## src/sv/wgas_pkg.sv

```systemverilog
package wgas_pkg;

   localparam int unsigned TICKS_PER_TENTH_DEF = 781;

   localparam int unsigned TENTHS_W = 7;
   localparam int unsigned CNT_W    = 16;
   localparam int unsigned LOAD_W   = 24;
   localparam int unsigned CSR_IDX_W = 2;

   localparam logic [TENTHS_W-1:0] PRE_FLOW_RST  = 7'd5;
   localparam logic [TENTHS_W-1:0] POST_FLOW_RST = 7'd60;
   localparam logic [CNT_W-1:0]    CNT_MAX       = 16'hFFFF;

   localparam logic [CSR_IDX_W-1:0] CSR_PRE_FLOW  = 2'd0;
   localparam logic [CSR_IDX_W-1:0] CSR_POST_FLOW = 2'd1;

   typedef enum logic [2:0] {
      PH_IDLE      = 3'd0,
      PH_PRESTART  = 3'd1,
      PH_PREWAIT   = 3'd2,
      PH_HF        = 3'd3,
      PH_WELD      = 3'd4,
      PH_POSTSTART = 3'd5,
      PH_POSTWAIT  = 3'd6
   } phase_type;

   typedef struct packed {
      logic red;
      logic yellow;
      logic arc;
      logic gas;
      logic hf;
   } drive_type;

   typedef struct packed {
      logic                load;
      logic [TENTHS_W-1:0] tenths;
   } tmr_ctl_type;

endpackage

```

## src/sv/wgas_timer.sv

```systemverilog
module wgas_timer #(
   parameter int unsigned TICKS_PER_TENTH = wgas_pkg::TICKS_PER_TENTH_DEF
) (
   input  logic                  clock,
   input  logic                  reset,
   input  logic                  step,
   input  logic                  tick,
   input  wgas_pkg::tmr_ctl_type ctl,
   output logic                  ended
);

   logic [wgas_pkg::CNT_W-1:0]  count_ff, count_in, count_dec;
   logic                        running_ff, running_in;
   logic                        done_ff, done_in;
   logic [wgas_pkg::LOAD_W-1:0] load_wide;
   logic [wgas_pkg::CNT_W-1:0]  load_val;
   logic                        done_tick;

   // 1 + n/4 + ticks_per_tenth * n, clamped to the counter range
   always_comb begin
      load_wide = wgas_pkg::LOAD_W'(1)
                + wgas_pkg::LOAD_W'(ctl.tenths >> 2)
                + wgas_pkg::LOAD_W'(TICKS_PER_TENTH) * wgas_pkg::LOAD_W'(ctl.tenths);
      if (load_wide > wgas_pkg::LOAD_W'(wgas_pkg::CNT_MAX)) begin
         load_val = wgas_pkg::CNT_MAX;
      end else begin
         load_val = load_wide[wgas_pkg::CNT_W-1:0];
      end
   end

   always_comb begin
      count_dec  = count_ff - wgas_pkg::CNT_W'(1);
      count_in   = count_ff;
      running_in = running_ff;
      done_tick  = done_ff;
      if (running_ff && tick) begin
         count_in = count_dec;
         if (count_dec == '0) begin
            done_tick  = 1'b1;
            running_in = 1'b0;
         end
      end
      ended   = done_tick;
      done_in = done_tick;
      if (done_tick) begin
         done_in    = 1'b0;
         running_in = 1'b0;
      end
      // a load keeps the done flag as it is
      if (ctl.load) begin
         count_in   = load_val;
         running_in = 1'b1;
      end
   end

   always_ff @(posedge clock) begin
      if (reset) begin
         count_ff   <= '0;
         running_ff <= 1'b0;
         done_ff    <= 1'b0;
      end else if (step) begin
         count_ff   <= count_in;
         running_ff <= running_in;
         done_ff    <= done_in;
      end
   end

endmodule

```

## src/sv/wgas_fsm.sv

```systemverilog
module wgas_fsm (
   input  logic                              clock,
   input  logic                              reset,
   input  logic                              step,
   input  logic                              pedal,
   input  logic                              ended,
   input  logic [wgas_pkg::TENTHS_W-1:0]     pre_tenths,
   input  logic [wgas_pkg::TENTHS_W-1:0]     post_tenths,
   output wgas_pkg::drive_type               drive,
   output logic [2:0]                        phase_now,
   output wgas_pkg::tmr_ctl_type             tmr_ctl
);

   wgas_pkg::phase_type phase_ff, phase_in;

   always_comb begin
      drive          = '0;
      tmr_ctl.load   = 1'b0;
      tmr_ctl.tenths = pre_tenths;
      phase_in       = phase_ff;
      unique case (phase_ff)
         wgas_pkg::PH_IDLE: begin
            if (pedal) phase_in = wgas_pkg::PH_PRESTART;
         end
         wgas_pkg::PH_PRESTART: begin
            drive.yellow = 1'b1;
            drive.gas    = 1'b1;
            tmr_ctl.load = 1'b1;
            phase_in     = wgas_pkg::PH_PREWAIT;
         end
         wgas_pkg::PH_PREWAIT: begin
            drive.yellow = 1'b1;
            drive.gas    = 1'b1;
            if (ended) phase_in = wgas_pkg::PH_HF;
         end
         wgas_pkg::PH_HF: begin
            drive = '{red: 1'b1, yellow: 1'b1, arc: 1'b1, gas: 1'b1, hf: 1'b1};
            if (!pedal) phase_in = wgas_pkg::PH_WELD;
         end
         wgas_pkg::PH_WELD: begin
            drive = '{red: 1'b1, yellow: 1'b1, arc: 1'b1, gas: 1'b1, hf: 1'b0};
            if (pedal) phase_in = wgas_pkg::PH_POSTSTART;
         end
         wgas_pkg::PH_POSTSTART: begin
            drive.yellow   = 1'b1;
            drive.gas      = 1'b1;
            tmr_ctl.load   = 1'b1;
            tmr_ctl.tenths = post_tenths;
            phase_in       = wgas_pkg::PH_POSTWAIT;
         end
         wgas_pkg::PH_POSTWAIT: begin
            drive.yellow = 1'b1;
            drive.gas    = 1'b1;
            if (ended) phase_in = wgas_pkg::PH_IDLE;
         end
         default: begin
            // unused code falls back to idle
            phase_in = wgas_pkg::PH_IDLE;
         end
      endcase
      if (!step) tmr_ctl.load = 1'b0;
   end

   assign phase_now = phase_ff;

   always_ff @(posedge clock) begin
      if (reset) begin
         phase_ff <= wgas_pkg::PH_IDLE;
      end else if (step) begin
         phase_ff <= phase_in;
      end
   end

endmodule

```

## src/sv/weld_gas_arc_sequencer_core.sv

```systemverilog
// channel   valid      stall      payload
// req       req_valid  req_stall  req_pedal_down, req_tick
// rsp       rsp_valid  rsp_stall  rsp_red_led .. rsp_hf_on, rsp_phase
// csr       csr_write  -          csr_index, csr_data
//
// a req transaction reaches rsp_valid through the input register, then the phase
// logic and timer update into the result register; one transaction per cycle unless stalled.
// reset is synchronous and returns phase to idle, timer stopped, flow times 5/60.
// a stalled result holds the result register and the input register; req_stall
// rises only when both are full and rsp_stall is high.
module weld_gas_arc_sequencer_core #(
   parameter int unsigned TICKS_PER_TENTH = wgas_pkg::TICKS_PER_TENTH_DEF
) (
   input  logic                             clock,
   input  logic                             reset,
   input  logic                             req_valid,
   output logic                             req_stall,
   input  logic                             req_pedal_down,
   input  logic                             req_tick,
   output logic                             rsp_valid,
   input  logic                             rsp_stall,
   output logic                             rsp_red_led,
   output logic                             rsp_yellow_led,
   output logic                             rsp_arc_on,
   output logic                             rsp_gas_valve,
   output logic                             rsp_hf_on,
   output logic [2:0]                       rsp_phase,
   input  logic                             csr_write,
   input  logic [wgas_pkg::CSR_IDX_W-1:0]   csr_index,
   input  logic [wgas_pkg::TENTHS_W-1:0]    csr_data
);

   logic [wgas_pkg::TENTHS_W-1:0] pre_ff, post_ff;
   logic                          s0_valid_ff, s0_valid_in;
   logic                          s0_pedal_ff, s0_tick_ff;
   logic                          rsp_valid_ff, rsp_valid_in;
   wgas_pkg::drive_type           drive_ff, drive;
   logic [2:0]                    phase_ff, phase_now;
   wgas_pkg::tmr_ctl_type         tmr_ctl;
   logic                          ended;
   logic                          advance, req_take, step;

   assign advance     = !rsp_valid_ff || !rsp_stall;
   assign req_stall   = s0_valid_ff && !advance;
   assign req_take    = req_valid && !req_stall;
   assign step        = s0_valid_ff && advance;
   assign s0_valid_in = req_take ? 1'b1 : (advance ? 1'b0 : s0_valid_ff);
   assign rsp_valid_in = step ? 1'b1 : (rsp_valid_ff && rsp_stall);

   always_ff @(posedge clock) begin
      if (reset) begin
         pre_ff  <= wgas_pkg::PRE_FLOW_RST;
         post_ff <= wgas_pkg::POST_FLOW_RST;
      end else if (csr_write) begin
         if (csr_index == wgas_pkg::CSR_PRE_FLOW)  pre_ff  <= csr_data;
         if (csr_index == wgas_pkg::CSR_POST_FLOW) post_ff <= csr_data;
      end
   end

   always_ff @(posedge clock) begin
      if (reset) begin
         s0_valid_ff  <= 1'b0;
         rsp_valid_ff <= 1'b0;
      end else begin
         s0_valid_ff  <= s0_valid_in;
         rsp_valid_ff <= rsp_valid_in;
      end
   end

   always_ff @(posedge clock) begin
      if (req_take) begin
         s0_pedal_ff <= req_pedal_down;
         s0_tick_ff  <= req_tick;
      end
      if (step) begin
         drive_ff <= drive;
         phase_ff <= phase_now;
      end
   end

   wgas_timer #(
      .TICKS_PER_TENTH(TICKS_PER_TENTH)
   ) u_timer (
      .clock (clock),
      .reset (reset),
      .step  (step),
      .tick  (s0_tick_ff),
      .ctl   (tmr_ctl),
      .ended (ended)
   );

   wgas_fsm u_fsm (
      .clock       (clock),
      .reset       (reset),
      .step        (step),
      .pedal       (s0_pedal_ff),
      .ended       (ended),
      .pre_tenths  (pre_ff),
      .post_tenths (post_ff),
      .drive       (drive),
      .phase_now   (phase_now),
      .tmr_ctl     (tmr_ctl)
   );

   assign rsp_valid      = rsp_valid_ff;
   assign rsp_red_led    = drive_ff.red;
   assign rsp_yellow_led = drive_ff.yellow;
   assign rsp_arc_on     = drive_ff.arc;
   assign rsp_gas_valve  = drive_ff.gas;
   assign rsp_hf_on      = drive_ff.hf;
   assign rsp_phase      = phase_ff;

   // a held result is never overwritten by the phase logic
   a_no_step_on_stall: assert property (@(posedge clock) disable iff (reset)
      (rsp_valid_ff && rsp_stall) |-> !step)
      else $error("result register overwritten while stalled");

   // hf relay only in the hf phase
   a_hf_phase: assert property (@(posedge clock) disable iff (reset)
      (rsp_valid && rsp_hf_on) |-> (rsp_phase == wgas_pkg::PH_HF))
      else $error("hf relay outside hf phase");

   // a prestart transaction is always followed by a prewait one
   a_pre_seq: assert property (@(posedge clock) disable iff (reset)
      (step && phase_now == wgas_pkg::PH_PRESTART) |=>
         (phase_now == wgas_pkg::PH_PREWAIT))
      else $error("prestart did not advance to prewait");

endmodule

```

## config.mk

```make
export PLATFORM = sky130hd
export DESIGN_NAME = weld_gas_arc_sequencer_core
export DESIGN_NICKNAME = d
export VERILOG_FILES = /design/src/sv/wgas_pkg.sv /design/src/sv/wgas_timer.sv /design/src/sv/wgas_fsm.sv /design/src/sv/weld_gas_arc_sequencer_core.sv
export SDC_FILE = /design/constraint.sdc
export NUM_CORES = 1
export LEC_CHECK = 0
export BUFFER_PORTS_ARGS = -buffer_cell sky130_fd_sc_hd__buf_2
export CAP_MARGIN = 30
export CORE_AREA = 2 2 80 82
export DETAILED_ROUTE_END_ITERATION = 8
export DIE_AREA = 0 0 82 84
export PLACE_DENSITY = 0.85
export SYNTH_ARGS = -nofsm -noshare
export SYNTH_HDL_FRONTEND = slang
export SYNTH_SLANG_ARGS = --single-unit
```

## constraint.sdc

```tcl
create_clock -name clock -period 10 [get_ports clock]
set_input_delay 0.5 -clock clock [delete_from_list [all_inputs] [get_ports clock]]
set_output_delay 0.5 -clock clock [all_outputs]
set_load 0.01 [all_outputs]
```

## After elaboration in Yosys (flattened, before gate mapping)

Cells that the tools add are included.

| word-level totals | value |
|---|---|
| register bits | 44 |
| bits of input ports | 16 |
| output and inout port bits | 10 |
| word-level logic and storage cells | 79 |

| operators by class | value |
|---|---|
| $add $sub $neg | 3 |
| multiply operators | 1 |
| magnitude comparators | 1 |
| eq/ne operators | 12 |
| mux-type cells | 24 |
| reductions and logical operators | 25 |

Operators with widths:

| operator | number |
|---|---|
| 2-to-1 mux 16 bit | 3 |
| adder 24 x 17 -> 24 bit | 1 |
| greater-than comparator 24 x 16 -> 1 bit, second input constant | 1 |
| one-hot mux 3 bit (7 select lines) | 1 |
| multiplier 10 x 7 -> 17 bit, first input constant | 1 |
| logical NOT 16 bit | 1 |
| subtractor 16 x 1 -> 16 bit, second input constant | 1 |
| 2-to-1 mux 3 bit | 5 |
| 2-to-1 mux 1 bit | 14 |
| != test 2 bit, second input constant | 5 |
| equality test 3 bit, second input constant | 3 |
| 2-to-1 mux 7 bit | 1 |
| adder 1 x 5 -> 6 bit, first input constant | 1 |
| equality test 3 x 2 -> 1 bit, second input constant | 2 |
| AND reduction 2 bit | 3 |
| AND reduction 6 bit | 1 |
| nonzero test 3 bit | 2 |
| OR reduction 6 bit | 1 |
| logical AND 1 bit | 5 |
| logical NOT 1 bit | 4 |
| nonzero test 2 bit | 2 |
| OR reduction 2 bit | 2 |
| equality test 3 x 1 -> 1 bit, second input constant | 1 |
| logical NOT 3 bit | 1 |
| other kinds (4) | 4 |

## Depth between registers and ports, before layout

| depth | value |
|---|---|
| word-level depth | 7 |
| gate-level depth with buffers | 21 |
| gate-level depth less buffers | 19 |

## Cells and area by module

A second synthesis with hierarchy kept.

| second synthesis, totals | value |
|---|---|
| cells, all modules | 445 |
| area, all modules | 4042.6 um^2 |

Modules (own cells, without submodules):

| module | times used | cells each | area an instance (um^2) | seq. area each (um^2) |
|---|---|---|---|---|
| wgas_timer | 1 | 323 | 2698.8 | 340.3 |
| weld_gas_arc_sequencer_core | 1 | 81 | 998.5 | 620.6 |
| wgas_fsm | 1 | 41 | 345.3 | 60.1 |

## Least setup slack after synthesis

Ideal clock, no wire load.

| timing | value |
|---|---|
| path kind | register to register |
| start | register u_fsm.phase_ff[1] (netlist: u_fsm.phase_now[1]) |
| end | register u_timer.count_ff[13] (netlist bit) |
| setup time | 122 ps |
| arrival | 5147 ps |
| data required time | 9878 ps |
| path slack | 4731 ps |
| stages on the path, launching flop included | 20 |
| buffers on the path | 2 |
| clock period less this slack | 5269 ps |
| cell sequence | dfxtp_1 clkbuf_1 nor2b_1 nand2_1 mux2i_1 inv_1 ha_1 ha_1 inv_1 fa_1 fa_1 inv_1 ha_1 o211a_1 a21oi_2 nor3_1 mux2_4 or3_4 buf_6 a221o_1 |

| on the way | value |
|---|---|
| word-level cells in the longest chain between the ends | 7 |
| elaborated cells on any way between the ends | 14 |
| classes of those cells | add/sub: 2; mul: 1; order compare: 1; eq/ne: 2; mux: 5; reduce/logical: 3 |

Ends and longest elaborated chain:

| item | line | source |
|---|---|---|
| start: declaration | wgas_fsm.sv:14 | `wgas_pkg::phase_type phase_ff, phase_in;` |
| start signal: assignment | wgas_fsm.sv:68 | `phase_ff <= wgas_pkg::PH_IDLE;` |
| start signal: assignment | wgas_fsm.sv:70 | `phase_ff <= phase_in;` |
| equality test 3 bit | wgas_fsm.sv:21 | `unique case (phase_ff)` |
| 2-to-1 mux 7 bit | wgas_fsm.sv:21 |  |
| multiplier 10 x 7 -> 17 bit / adder 1 x 5 -> 6 bit (equally long branches) | wgas_timer.sv:23, wgas_timer.sv:22 |  |
| adder 24 x 17 -> 24 bit | wgas_timer.sv:23 | `+ wgas_pkg::LOAD_W'(TICKS_PER_TENTH) * wgas_pkg::LOAD_W'(ctl.tenths);` |
| greater-than comparator 24 x 16 -> 1 bit | wgas_timer.sv:24 | `if (load_wide > wgas_pkg::LOAD_W'(wgas_pkg::CNT_MAX)) begin` |
| 2-to-1 mux 16 bit | wgas_timer.sv:24 |  |
| 2-to-1 mux 16 bit | wgas_timer.sv:50 | `if (ctl.load) begin` |
| end signal: assignment | wgas_timer.sv:62 | `count_ff <= count_in;` |
| end: declaration | wgas_timer.sv:12 | `logic [wgas_pkg::CNT_W-1:0] count_ff, count_in, count_dec;` |

Several ways; a longest one is shown, not always the timed one.
A chain may end at the register's enable or synchronous reset.

## Final worst setup path

| timing | value |
|---|---|
| start | register u_fsm.phase_ff[0] (netlist: u_fsm.phase_now[0]) |
| end | register u_timer.count_ff[15] (netlist bit) |

Same word-level chain as after synthesis.

==> summary.md <==
| Metric | Value |
|---|---|
| Status | `completed` |
| Share of the synthesized area in the top cell type | `0.183` |
| PortBufs | `25` |
| Core area | `0.00610 mm^2` |
| DR WL/cell | `16.0 um` |
| CP Launch Type | `register` |
| Fin crit share | `0.575` |
| Predominant post-synthesis flop cell | `dfxtp_1` |
| Setup-failing EPs final | `0` |
| Worst hold path class | `input port to register` |
| DR pass1 iterations | `5` |
| Static Leakage | `2.10 nW` |
| Worst Tran Pin Value | `0.747 ns` |
| Initial Util | `0.645` |
| Num Clock Sinks | `44` |
| Util after Layout | `0.681` |
| Pin count of the biggest net entering global routing | `21` |
| Post-cts hold buffer count | `0` |
| Clock Latency Late Sink | `0.30 ns` |
| Fin. max-slew vios | `0` |
| Iter 0 DRT Violations | `142` |
| # resized after CTS | `0` |
| Worst path arrival time | `between 5 and 6 ns` |
| Met1 GRT Util | `0.353` |
| Cell Chain, Critical Path | `nor2b_1 > nand2_1 > mux2i_1 > inv_1 > ha_1 > ha_1 > inv_1 > fa_1 > fa_1 > inv_1 > ha_1 > o211a_1 > a21oi_2 > nor3_1 > mux2_4 > or3_4 > a221o_1` |
| Final worst path period need | `5.75 ns` |
| Req. time, crit path | `a little over 10 ns` |
| CTS clk-pin slew, worst paths | `~0.090 ns` |
| Crit path buf inv count | `3` |
| CP max FO | `10` |
| Initial antenna violation count | `0` |
| Sequential share of the synthesized area | `0.244` |
| Worst slew margin | `0.500` |
| Power density cells | `111 mW/mm^2` |
| Detail Route Antenna Nets | `0` |
| Syn Area/Cell | `8.66 um^2` |
| Vias per Instance | `6.11` |
| Peak VDD IR | `104 uV` |
| Largest stage delay on the critical path | `0.58 ns` |
| Rows | `29` |
| Gate Count Post-Synth | `454` |
| Post-CTS Setup Bufs | `0` |
| Worst setup EP type | `register` |
| Max Clock Skew | `around 0.006 ns` |
| Root Driver | `clkbuf_8` |
| Ys Warns | `0` |
| Total power | `between 0.4 and 0.5 mW` |
| Hpwl dp | `around 6900 um` |
| Cell family with most CP delay | `adder cells` |
| Critical path's slowest cell | `mux2i_1` |
| Met3 Track Usage GR | `0.0379` |
| Gr usage total | `0.260` |
| Placer Congestion | `0.944` |
| CTS Buf Count | `5` |
| MaxCap Viol Count | `0` |
| Net count reported at finish | `around 540` |
| Most common cell in the synthesized netlist | `ha_1` |
| Synth area leader | `dfxtp_1` |
| Via count of the first global-routing pass | `3,038` |
| Post-route DRC | `0` |
| Flops & latches, synth | `44` |
| RSZ-0062 raised after global routing | `no` |
| Top cells by area, synth | `dfxtp_1, ha_1, edfxtp_1` |
| Post-synth EDFFs | `8` |
| Post-Syn Nets | `between 500 and 600` |
| Die area | `roughly 0.007 mm^2` |
| WS Path Type | `register to register` |
| Max Fclk | `174 MHz` |
| Antenna fix cells | `0` |
| Count of cell types in the netlist | `67` |
| Fin. Hold Viols | `0` |
| Area grow syn2layout | `5.60%` |
| Clk buf depth | `2` |
| Routed WL | `8670 um` |
| DR vias | `3,306` |
| Most frequent cells after synthesis | `ha_1, inv_1, dfxtp_1` |
| Setup_tns | `0 ns` |
| Global-route wire length before repair | `14,200 um` |
| Total grt overflow | `0` |
| Io pins | `26` |
| Die X | `82 um` |
| GR peak layer | `met2` |
| H-tree level count | `2` |
| M2 GR Usage | `0.426` |
| Netlist Area Pre-Place | `0.00393 mm^2` |
| Fin Hold WS | `0.365 ns` |
| CTS tree | `built` |
| Share of cells above drive strength 1 | `0.0970` |
| Die height | `~84 um` |
| Post-synth ARST share | `0` |
-- power breakdown --
group | internal [mW] | total (mW) | switching, mW
Sequential | 0.187 | 0.194 | 0.00704
Clock | 0.0652 | 0.130 | 0.0652
Combinational | 0.0557 | 0.135 | 0.0789
Total | 0.308 | 0.459 | 0.151
-- area by class of cell --
class	count	area, um^2
Clock buffer	6	93.8
Clock inverter	2	17.5
Fill cell	468	1940
Inverter	41	154
Multi-Input combinational cell	345	2700
Sequential cell	44	961
Tap cell	77	96.3
Timing Repair Buffer	26	133
-- logic make-up (layout without fill, tap and decap cells) --
family          count (synthesis)  count (layout)  synth area share
xor+xnor                       23              23            0.0512
fa+ha+maj                      63              63             0.218
simple gates                  130             130             0.170
buf+inv                        65              75            0.0697
compound gates                106             106             0.188
mux                            23              23            0.0601
flops                          44              44             0.244
-- layer usage --
metal,up-vias,routed length [um]
met5,-,0
met4,0,121
met3,13,373
met2,92,4260
met1,1554,3920
li1,1647,-
-- worst paths after layout --
| kind | from | to | slack, ns | cells past startpoint |
|---|---|---|---|---|
| worst min-delay path | req_pedal_down | s0_pedal_ff | 0.36 | 1 |
| worst max-delay path | u_fsm.phase_now[0] | u_timer.count_ff[15] | 4.25 | 17 |
| worst max register to register | u_fsm.phase_now[0] | u_timer.count_ff[15] | 4.25 | 17 |
| worst min register to register | post_ff[2] | post_ff[2] | 0.49 | 2 |
-- placed cells by master, fill, tap and decap left out, types with 5 or more instances in the layout --
cell type / instances
xor2_1: 10
buf_2: 25
nand3_1: 6
xnor2_1: 13
clkbuf_8: 5
ha_1: 54
nor3_1: 15
nand2_1: 31
a31oi_1: 9
mux2i_1: 21
inv_1: 41
nor2b_1: 9
a21o_1: 11
edfxtp_1: 8
nor2_1: 35
nor4_1: 5
a21oi_1: 31
dfxtp_1: 36
o21ai_0: 9
fa_1: 9
a22o_1: 5
o21a_1: 6
-- sequential cells by signal (all words and copies together) (netlist names) --
name,flops
s0_tick_ff,1
rsp_gas_valve,1
post_ff,7
rsp_valid,1
u_timer.running_ff,1
u_fsm.phase_now,3
rsp_arc_on,1
pre_ff,7
rsp_phase,3
rsp_hf_on,1
s0_valid_ff,1
s0_pedal_ff,1
u_timer.count_ff,16
-- through the flow --
| stage | instance area, um^2 | worst slack (ns) | cells |
|---|---|---|---|
| 2_1_floorplan | 3930 | 4.73 | 454 |
| 3_3_place_gp | 4040 | 4.55 | 533 |
| 3_5_place_dp | 4040 | 4.32 | 533 |
| 4_1_cts | 4150 | 4.28 | 541 |
| 5_1_grt | 4150 | 3.89 | 541 |
| 6_report | 4150 | 4.25 | 541 |
No activity file was read; power rests on OpenSTA's default activity.
